==> config.mk <==
export PLATFORM = sky130hd
export DESIGN_NAME = a2d_div
export DESIGN_NICKNAME = d
export VERILOG_FILES = /design/src/hw/rtl/affine2x2_decompose_top_assert.svh /design/src/hw/rtl/a2d_div.sv
export SDC_FILE = /design/constraint.sdc
export NUM_CORES = 2
export LEC_CHECK = 0
export BUFFER_PORTS_ARGS = -buffer_cell sky130_fd_sc_hd__buf_2
export CORE_MARGIN = 2
export CORE_UTILIZATION = 45
export CTS_CLUSTER_DIAMETER = 200
export DETAILED_ROUTE_END_ITERATION = 12
export PLACE_DENSITY = 0.61
export SKIP_LAST_GASP = 1
export SYNTH_ARGS = -nofsm -noshare
export SYNTH_HDL_FRONTEND = slang
export SYNTH_SLANG_ARGS = --single-unit
==> constraint.sdc <==
create_clock -name i_clk -period 6.2 [get_ports i_clk]
set_input_delay 0.31 -clock i_clk [delete_from_list [all_inputs] [get_ports i_clk]]
set_output_delay 0.31 -clock i_clk [all_outputs]
set_load 0.01 [all_outputs]
==> src/hw/rtl/affine2x2_decompose_top_assert.svh <==
// assertion helpers included by the top-level rtl file
`ifndef AFFINE2X2_DECOMPOSE_TOP_ASSERT_SVH
`define AFFINE2X2_DECOMPOSE_TOP_ASSERT_SVH

// same-cycle implication, checked out of reset
`define A2D_ASSERT(label, ante, cons) \
    label: assert property (@(posedge i_clk) disable iff (!i_rst_n) (ante) |-> (cons)) \
        else $error("%m: check failed");

// next-cycle implication, checked out of reset
`define A2D_ASSERT_NEXT(label, ante, cons) \
    label: assert property (@(posedge i_clk) disable iff (!i_rst_n) (ante) |=> (cons)) \
        else $error("%m: check failed");

`endif

==> src/hw/rtl/a2d_div.sv <==
`timescale 1ns / 1ps
module a2d_div #(
    parameter int NW     = 34,
    parameter int DW     = 17,
    parameter int SIDE_W = 1
) (
    input  logic              i_clk,
    input  logic              i_rst_n,
    input  logic              i_en,
    input  logic              i_valid,
    input  logic [NW-1:0]     i_num,
    input  logic [DW-1:0]     i_den,
    input  logic [SIDE_W-1:0] i_side,
    output logic              o_valid,
    output logic [NW-1:0]     o_quot,
    output logic [SIDE_W-1:0] o_side
);

    logic [NW-1:0]     r_num  [0:NW-1];
    logic [DW-1:0]     r_rem  [0:NW-1];
    logic [DW-1:0]     r_den  [0:NW-1];
    logic [SIDE_W-1:0] r_side [0:NW-1];
    logic [NW-1:0]     r_v;

    logic [NW-1:0]     n_num [0:NW-1];
    logic [DW-1:0]     n_rem [0:NW-1];
    logic [DW-1:0]     n_den [0:NW-1];

    // restoring division, one quotient bit per stage shifted in behind the dividend
    always_comb begin
        logic [NW-1:0] c_num;
        logic [DW-1:0] c_rem;
        logic [DW-1:0] c_den;
        logic [DW:0]   c_cur;
        logic          c_ge;
        for (int k = 0; k < NW; k++) begin
            if (k == 0) begin
                c_num = i_num;
                c_rem = '0;
                c_den = i_den;
            end else begin
                c_num = r_num[k-1];
                c_rem = r_rem[k-1];
                c_den = r_den[k-1];
            end
            c_cur = {c_rem, c_num[NW-1]};
            c_ge  = c_cur >= {1'b0, c_den};
            if (c_ge) begin
                n_rem[k] = DW'(c_cur - {1'b0, c_den});
            end else begin
                n_rem[k] = c_cur[DW-1:0];
            end
            n_num[k] = {c_num[NW-2:0], c_ge};
            n_den[k] = c_den;
        end
    end

    // valid chain
    always_ff @(posedge i_clk) begin
        if (!i_rst_n) begin
            r_v <= '0;
        end else if (i_en) begin
            r_v <= {r_v[NW-2:0], i_valid};
        end
    end

    // datapath stages
    always_ff @(posedge i_clk) begin
        if (i_en) begin
            r_side[0] <= i_side;
            for (int k = 0; k < NW; k++) begin
                r_num[k] <= n_num[k];
                r_rem[k] <= n_rem[k];
                r_den[k] <= n_den[k];
            end
            for (int k = 1; k < NW; k++) begin
                r_side[k] <= r_side[k-1];
            end
        end
    end

    assign o_valid = r_v[NW-1];
    assign o_quot  = r_num[NW-1];
    assign o_side  = r_side[NW-1];

endmodule

==> summary.md <==
| Metric | Value |
|---|---|
| Final Max Tran Viols | 0 |
| Setup TNS | 0 ns |
| Yosys warns | 0 |
| Min Tclk post-route | 4.08 ns |
| EDFF count, synth | 2312 |
| CTS H-tree depth | 5 |
| Predominant post-synthesis flop cell | edfxtp_1 |
| Hold Path Depth | 2 |
| CTS Buf Count | 276 |
| Worst Path Required | 6.83 ns |
| Clk buf depth | 4 |
| Antenna viol nets, final | 0 |
| Vias in the first global route | 55200 |
| R2R Path Start | r_num[12][33] |
| Routability cong. | 0.842 |
| Critical path launch point type | flip-flop |
| Outcome | finished clean |
| Top cells by area, synth | edfxtp_1 (68%), ha_1 (6.9%), a21oi_1 (2.7%) |
| Total congestion overflow | 0 |
| Least-Margin Pin Slew | 1.21 ns |
| Worst hold start | i_num[29] |
| Global-route wire length before repair | 290000 um |
| Synth Area in Simple Gates | 5.44% |
| Largest family of logic cells by synthesized area | compound AO/OA/AOI/OAI gates |
| GRT Overall Usage | 15.4% |
| CP arrival | 4.71 ns |
| Syn_area_per_cell | 14.4 um2 |
| P_leak | 44.5 nW |
| Synth top cells by count | edfxtp_1 (2312), inv_1 (702), a21oi_1 (563), ha_1 (563), nor2_1 (401) |
| Layout area overhead | 13.2% |
| FILL cells | 19000 |
| CTS Root Cell | clkbuf_16 |
| Post-synth top area share | 67.6% |
| Clock-pin transition on the worst setup and hold timing paths | 0.06 ns |
| DR WL/cell | 16.8 um |
| Die area | 232000 um2 |
| Register area share after synthesis | 68.2% |
| Final hold vios | 0 |
| CTS tree | done |
| Final period utilization | 65.9% |
| Synthesized Nets | 7807 |
| Die height | 482 um |
| Initial antenna violation count | 11 |
| Crit end category | flip-flop |
| Slew headroom | 19.6% |
| I/O Buffers | 91 |
| Detailed placement HPWL | 122000 um |
| Fin Clk Skew | 0.0766 ns |
| DRC Markers | 0 |
| P per Cell Area | 486 nW/um2 |
| R2R Setup Slk | 2.12 ns |
| Fin area | 116000 um2 |
| Mux contribution to synthesized area | 3.12% |
| CTS sink count | 2346 |
| Xor/xnor share of the synthesized area | 3.68% |
| DRT iter0 DRCs | 3711 |
| Initial DRT Pass Iterations | 6 |
| Hold Path Sink | r_num[0][30] |
| Reg2Reg Depth | 12 |
| Largest net degree at the start of global routing | 178 |
| Rows | 175 |
| Layout cells sized above 1 | 10.4% |
| Worst vdd ir | 0.283 mV |
| Vias | 55700 |
| Area leader, netlist | edfxtp_1 |
| Synth cell types | 75 |
| Async S/R FF share, synth | 0% |
| # IOs | 92 |
| Die Wd | 482 um |
| Critical setup path kind | flip-flop to flip-flop |
| Critical-path maximum fanout | 33 |
| Post-synthesis instance total | 7156 |
| RSZ-0062 raised after global routing | no |
| Total wire length | 180000 um |
| Vias/cell | 5.18 |
| Core area | 227000 um2 |
| Placed Area | 107000 um2 |
| Compound-gate portion of the synthesized area | 9.12% |
| Synth Register Bits | 2346 |
| MaxCap Viol Count | 0 |
| Worst-skew pair later-pin latency | 0.93 ns |
| Synth Cell Area | 103000 um2 |
| Reg-to-reg endpoint | r_rem[13][1] |
| Count leader, synth | edfxtp_1 |
| Synth Area in Adders | 7.48% |
| Final setup viols | 0 |
| Hold Path Class | input pin to flip-flop |
| Fmax | 0.245 GHz |
| Initial Utilization | 45.2% |
| Nets | 8194 |
==> what timing repair did <==
action                                 4_1_cts  5_1_grt
endpoints found under the hold margin      137        0
setup endpoints to repair                    0        0
setup buffers                                0        0
gates resized for setup                      0        0
hold buffers                                62        0
==> where the power goes <==
part	switching [mW]	internal, mW	total (mW)
sequential	1.62	21.5	23.1
clock	6.03	9.25	15.3
combinational	9.84	8.27	18.1
total	17.5	39.0	56.5
==> cell families (layout without fill, tap and decap cells) <==
family          count (synthesis)  count (layout)
compound gates               1515            1515
simple gates                 1192            1192
xor+xnor                      432             432
mux                           288             288
other cells                     0               2
fa+ha+maj                     595             595
flops                        2346            2346
buf+inv                       788            1360
==> cell usage in the layout, fill, tap and decap left out, types with 51 or more instances in the layout <==
cell type,n
edfxtp_1,2312
inv_1,702
a21oi_1,563
ha_1,563
nor2_1,400
o21ai_0,317
nand2_1,297
xnor2_1,279
clkbuf_16,279
mux2_2,231
a21o_1,200
xor2_1,153
nor3_1,95
buf_2,90
nor2b_1,84
nand4_1,83
o21bai_1,73
nand2b_1,62
dlygate4sd3_1,62
o21a_1,53
clkinv_1,51
mux2i_1,51
==> per-stage QoR <==
step           hold slack, ns  total power, mW  utilization [%]  worst slack (ns)  cells
2_1_floorplan           0.400             36.8                -              2.79   7156
3_3_place_gp            0.400             40.9             47.1              2.06  10200
3_5_place_dp            0.405             41.3             47.1              2.15  10200
4_1_cts               0.00239             57.1             51.2              2.07  10700
5_1_grt                0.0423             60.2             51.2              1.74  10700
6_report               0.0919             56.5             51.2              2.12  10700
==> flip-flops by register name, indices dropped and copies added, names as in the netlist <==
signal / cells
r_den: 561
r_v: 34
r_side: 34
r_rem: 561
r_num: 1156
==> worst max path at each step <==
| stage | start | end | depth (start not counted) |
|---|---|---|---|
| 2_1_floorplan | r_num[15][33] | r_rem[16][10] | 15 |
| 3_3_place_gp | r_num[14][33] | r_rem[15][1] | 12 |
| 3_5_place_dp | r_num[19][33] | r_rem[20][15] | 13 |
| 4_1_cts | r_num[19][33] | r_rem[20][15] | 13 |
| 5_1_grt | r_num[14][33] | r_rem[15][6] | 12 |
| 6_report | r_num[12][33] | r_rem[13][1] | 12 |
==> worst max-delay path: stages, from the launching register on <==
cell,delay [ns]
edfxtp_1,0.39
inv_1,0.08
ha_1,0.16
inv_1,0.06
fa_1,0.41
a21oi_1,0.18
nor2b_1,0.09
a311oi_1,0.57
o211ai_1,0.24
o21a_1,0.23
o21ai_0,0.15
a22o_1,0.83
mux2_2,0.42
==> layer usage <==
layer | global-route usage [%] | up-vias | share of wire [%]
met5 | 0 | - | 0
met4 | 5.62 | 0 | 3.1
met3 | 3.14 | 372 | 4.9
met2 | 24.4 | 1107 | 46
met1 | 21.2 | 26800 | 46
li1 | - | 27400 | -
==> area by class of cell <==
class	instances	area (um2)	area share, %
Sequential cell	2346	70100	60.3
Multi-Input combinational cell	4022	29700	25.6
Clock buffer	329	7180	6.17
Tap cell	3009	3760	3.24
Inverter	703	2640	2.27
Timing Repair Buffer	194	1550	1.33
Clock inverter	134	1320	1.14
Antenna cell	2	5.00	0.00430
Power figures use the tool's default switching activity.
