### src/hw/rtl/affine2x2_decompose_top_assert.svh
// assertion helpers included by the top-level rtl file
`ifndef AFFINE2X2_DECOMPOSE_TOP_ASSERT_SVH
`define AFFINE2X2_DECOMPOSE_TOP_ASSERT_SVH

// same-cycle implication, checked out of reset
`define A2D_ASSERT(label, ante, cons) \
    label: assert property (@(posedge i_clk) disable iff (!i_rst_n) (ante) |-> (cons)) \
        else $error("%m: check failed");

// next-cycle implication, checked out of reset
`define A2D_ASSERT_NEXT(label, ante, cons) \
    label: assert property (@(posedge i_clk) disable iff (!i_rst_n) (ante) |=> (cons)) \
        else $error("%m: check failed");

`endif

### src/hw/rtl/a2d_sqrt.sv
`timescale 1ns / 1ps
module a2d_sqrt #(
    parameter int RW     = 17,
    parameter int SIDE_W = 1
) (
    input  logic              i_clk,
    input  logic              i_rst_n,
    input  logic              i_en,
    input  logic              i_valid,
    input  logic [2*RW-1:0]   i_rad,
    input  logic [SIDE_W-1:0] i_side,
    output logic              o_valid,
    output logic [RW-1:0]     o_root,
    output logic [SIDE_W-1:0] o_side
);

    localparam int RADW = 2 * RW;
    localparam int RMW  = RW + 3;

    logic [RADW-1:0]   r_rad  [0:RW-1];
    logic [RMW-1:0]    r_rem  [0:RW-1];
    logic [RW-1:0]     r_root [0:RW-1];
    logic [SIDE_W-1:0] r_side [0:RW];
    logic [RW:0]       r_v;
    logic [RW-1:0]     r_n;

    logic [RADW-1:0]   n_rad  [0:RW-1];
    logic [RMW-1:0]    n_rem  [0:RW-1];
    logic [RW-1:0]     n_root [0:RW-1];
    logic [RW-1:0]     n_n;

    // one root bit per stage, two radicand bits brought down each time
    always_comb begin
        logic [RADW-1:0] c_rad;
        logic [RMW-1:0]  c_rem;
        logic [RMW-1:0]  c_cur;
        logic [RMW-1:0]  c_trial;
        logic [RW-1:0]   c_root;
        for (int k = 0; k < RW; k++) begin
            if (k == 0) begin
                c_rad  = i_rad;
                c_rem  = '0;
                c_root = '0;
            end else begin
                c_rad  = r_rad[k-1];
                c_rem  = r_rem[k-1];
                c_root = r_root[k-1];
            end
            c_cur   = {c_rem[RMW-3:0], c_rad[RADW-1:RADW-2]};
            c_trial = {{(RMW-RW-2){1'b0}}, c_root, 2'b01};
            if (c_cur >= c_trial) begin
                n_rem[k]  = c_cur - c_trial;
                n_root[k] = {c_root[RW-2:0], 1'b1};
            end else begin
                n_rem[k]  = c_cur;
                n_root[k] = {c_root[RW-2:0], 1'b0};
            end
            n_rad[k] = {c_rad[RADW-3:0], 2'b00};
        end
        // round to nearest: step up when the remainder exceeds the root
        n_n = r_root[RW-1] + RW'(r_rem[RW-1] > RMW'(r_root[RW-1]));
    end

    // valid chain
    always_ff @(posedge i_clk) begin
        if (!i_rst_n) begin
            r_v <= '0;
        end else if (i_en) begin
            r_v <= {r_v[RW-1:0], i_valid};
        end
    end

    // datapath stages
    always_ff @(posedge i_clk) begin
        if (i_en) begin
            r_side[0] <= i_side;
            for (int k = 0; k < RW; k++) begin
                r_rad[k]  <= n_rad[k];
                r_rem[k]  <= n_rem[k];
                r_root[k] <= n_root[k];
            end
            for (int k = 1; k <= RW; k++) begin
                r_side[k] <= r_side[k-1];
            end
            r_n <= n_n;
        end
    end

    assign o_valid = r_v[RW];
    assign o_root  = r_n;
    assign o_side  = r_side[RW];

endmodule

### config.mk
export PLATFORM = sky130hd
export DESIGN_NAME = a2d_sqrt
export DESIGN_NICKNAME = d
export VERILOG_FILES = /design/src/hw/rtl/affine2x2_decompose_top_assert.svh /design/src/hw/rtl/a2d_sqrt.sv
export SDC_FILE = /design/constraint.sdc
export NUM_CORES = 1
export LEC_CHECK = 0
export ABC_AREA = 1
export BUFFER_PORTS_ARGS = -buffer_cell sky130_fd_sc_hd__clkbuf_2
export CAP_MARGIN = 25
export CORE_MARGIN = 10
export CORE_UTILIZATION = 40
export CTS_CLUSTER_SIZE = 8
export DETAILED_ROUTE_END_ITERATION = 8
export PLACE_DENSITY = 0.56
export SYNTH_ARGS = -nofsm -noshare
export SYNTH_HDL_FRONTEND = slang
export SYNTH_SLANG_ARGS = --single-unit
### constraint.sdc
create_clock -name i_clk -period 3.3 [get_ports i_clk]
set_input_delay 0.165 -clock i_clk [delete_from_list [all_inputs] [get_ports i_clk]]
set_output_delay 0.165 -clock i_clk [all_outputs]
set_load 0.05 [all_outputs]
==> qor.csv <==
metric,value,unit
Cell variety after synth,57,
RR Startpoint,r_root[0][285]$_DFFE_PP_,
first-pass GRT wire length,136,mm
Setup TNS Final,0,ns
Vias,26700,
YS warnings,0,
Worst Setup Path Type,register to register,
PwrDens,616,mW/mm²
Final setup viols,0,
area of the core,0.0981,mm²
slew margin rel.,48.1,%
nature of the critical path endpoint,register,
clock-pin slew on the worst setup and hold paths,0.05,ns
r2r worst-path depth,15,
RSZ-0062 raised after global routing,no,
Max Clock Skew,0.0418,ns
Post-CTS Setup Bufs,0,
final slew viol count,0,
ratio of cells with drive above 1 in the final layout,7.48,%
Syn-to-layout area delta,13.2,%
top post-synthesis cells by area,"edfxtp_1 (57%), nand2_1 (11%), ha_1 (6.1%)",
Post-synth top cells,"nand2_1 (1170), edfxtp_1 (748), inv_1 (554), nor2_1 (340), nand3_1 (235)",
critical path's top delay family,simple AND/OR/NAND/NOR gates,
Hold Path End,r_rad[0][48]$_DFFE_PP_,
WL/cell,15.3,µm
gate count after technology mapping,4055,
maximum clock frequency,0.336,GHz
sequential share of the synthesized area,57.8,%
Startpoint Class,register,
H-Tree Level Count,3,
Bufs on Longest Clock Path,3,
"Async S/R FF share, synth",0,%
Final Hold Fails,0,
Worst EP arrival,3.41,ns
area of the die,0.112,mm²
Worst path slowest cell,edfxtp_1,
Starting Density,40.2,%
Buf/Inv on CP,1,
cell taking the most area after synthesis,edfxtp_1,
clk sinks,766,
Detailed Route Iter0 Violations,1863,
crit share post-route,90.3,%
DP HPWL,61.9,mm
Post-Route WL,84.7,mm
Worst Hold Class,input pin to register,
vias in the first global route,25800,
DR WL met2,40.2,mm
syn_area_per_cell,9.73,µm²
worst slew pin tran,0.779,ns
Final Wtd Congestion,0.878,
drc violations,0,
hold path cells,1,
CTS tree,done,
antenna violations before repair,1,
Max VDD drop,0.000396,V
CP max FO,5,
Tot GR Track Use,15.0,%
# diodes,0,
root buf cell,clkbuf_16,
"critical path, cell by cell",inv_1 > ha_1 > nand4_1 > nor2_2 > nand4_1 > a31oi_4 > ha_1 > nand2_1 > nor2_4 > nand2_2 > nor2_2 > nand2_2 > nor3_4 > nand2_1 > xor2_1,
Routed Antenna Nets,0,
Post-synth EDFFs,748,
status,completed,
# port buffers,57,
Post-synth top flop,edfxtp_1,
Slowest Stage Delay on Critical Path,0.37,ns
Max-cap violations,0,
Congestion Overflow GR,0,
Num CTS Buffers,107,
nets,4474,
Synth top area share,56.9,%
worst reg-to-reg setup slack,0.32,ns
Vert. Die Dim,334,µm
Ports,58,
Die X,334,µm
top layer used by detailed routing,met4,
Synth Register Bits,766,
CP Data Required Time,3.73,ns
fin crit period,2.98,ns
Met3 Wirelength,3.14,mm
syn nets,4286,
vias per inst,4.81,
latest clock arrival within the worst-skew pair,0.70,ns
Mapped Area,0.0395,mm²
most numerous cell in the Yosys netlist,nand2_1,
Lkg Pwr,19.2,nW
largest net degree at the start of global routing,93,
Reg-to-Reg End,o_root[16]$_DFFE_PP_,
Pre-Repair DR Iteration Count,6,
Min Hold Slack,0.0480,ns
Row Count,115,
hold path start,i_en,
wl on met1,39.2,mm
power by group:
group	internal, mW	leakage [nW]	total [mW]	switching [mW]
registers	12.0	7.33	12.6	0.612
clock network	5.78	1.42	9.75	3.97
logic	1.79	10.5	5.13	3.34
total	19.6	19.2	27.5	7.92
worst max-delay path by stage:
| stage | endpoint | cells after the start | from | slack [ns] |
|---|---|---|---|---|
| after floorplan | o_root[16]$_DFFE_PP_ | 17 | r_root[0][282]$_DFFE_PP_ | 0.70 |
| after CTS | o_root[16]$_DFFE_PP_ | 17 | r_root[0][283]$_DFFE_PP_ | 0.15 |
| final | o_root[16]$_DFFE_PP_ | 15 | r_root[0][285]$_DFFE_PP_ | 0.32 |
| after global routing | o_root[16]$_DFFE_PP_ | 15 | r_root[0][285]$_DFFE_PP_ | 0.008 |
| after global placement | o_root[16]$_DFFE_PP_ | 15 | r_root[0][285]$_DFFE_PP_ | 0.22 |
| after detailed placement | o_root[16]$_DFFE_PP_ | 17 | r_root[0][283]$_DFFE_PP_ | 0.18 |
layout make-up:
class	instances	area, µm²
clock buffer	122	2730
clock inverter	11	214
fill	9381	53500
inverter	571	2150
multi-input combinational	2685	14200
sequential	766	22800
tap	1287	1610
timing repair buffer	112	918
layout by cell type (no fill, tap or decap), drive strengths merged, types with 8 or more instances in the layout:
master,Yosys,final
a21oi,196,196
and2,9,9
buf,28,17
clkbuf,5,178
clkinv,1,12
dfxtp,18,18
dlygate4sd3,0,39
edfxtp,748,748
ha,192,192
inv,570,570
nand2,1205,1205
nand3,244,244
nand3b,45,45
nand4,49,49
nor2,363,363
nor3,38,38
nor4,8,8
o21ai,162,162
o21bai,12,12
xnor2,46,46
xor2,83,83
metrics by stage:
step	worst slack [ns]	cells	instance area [µm²]	power, mW	utilization, %
4_1_cts	0.154	5554	44600	27.9	45.5
3_5_place_dp	0.178	5382	41300	17.9	42.1
2_1_floorplan	0.698	4055	39500	16.3	-
3_3_place_gp	0.221	5382	41300	17.9	42.1
5_1_grt	0.00808	5554	44700	29.2	45.5
6_report	0.320	5554	44700	27.5	45.5
cells by family after synthesis:
family                     Yosys count  synth area share, %
AOI/OAI and AO/OA                  390                 5.50
xor gates and xnor gates           129                 2.86
adders and majority gates          192                 6.09
buffers and inverters              604                 6.24
DFF                                766                 57.8
other                                1              0.00950
and+or+nand+nor                   1973                 21.5
sequential cells by signal (all words and copies together) (netlist names):
register / count
o_root: 17
r_rad: 272
r_rem: 288
r_root: 153
r_side: 18
r_v: 18
per-layer routing:
metal | vias to the layer above | global-route usage [%]
met2 | 423 | 25.1
met5 | - | 0
met3 | 133 | 2.29
met4 | 0 | 5.09
li1 | 13900 | -
met1 | 12300 | 19.8
timing repair:
item / CTS / global route
hold endpoints to repair: 54 / 0
endpoints found under the setup margin: 0 / 3
hold buffers: 39 / 0
gates resized for setup: 0 / 6
No activity file was read; power rests on OpenSTA's default activity.
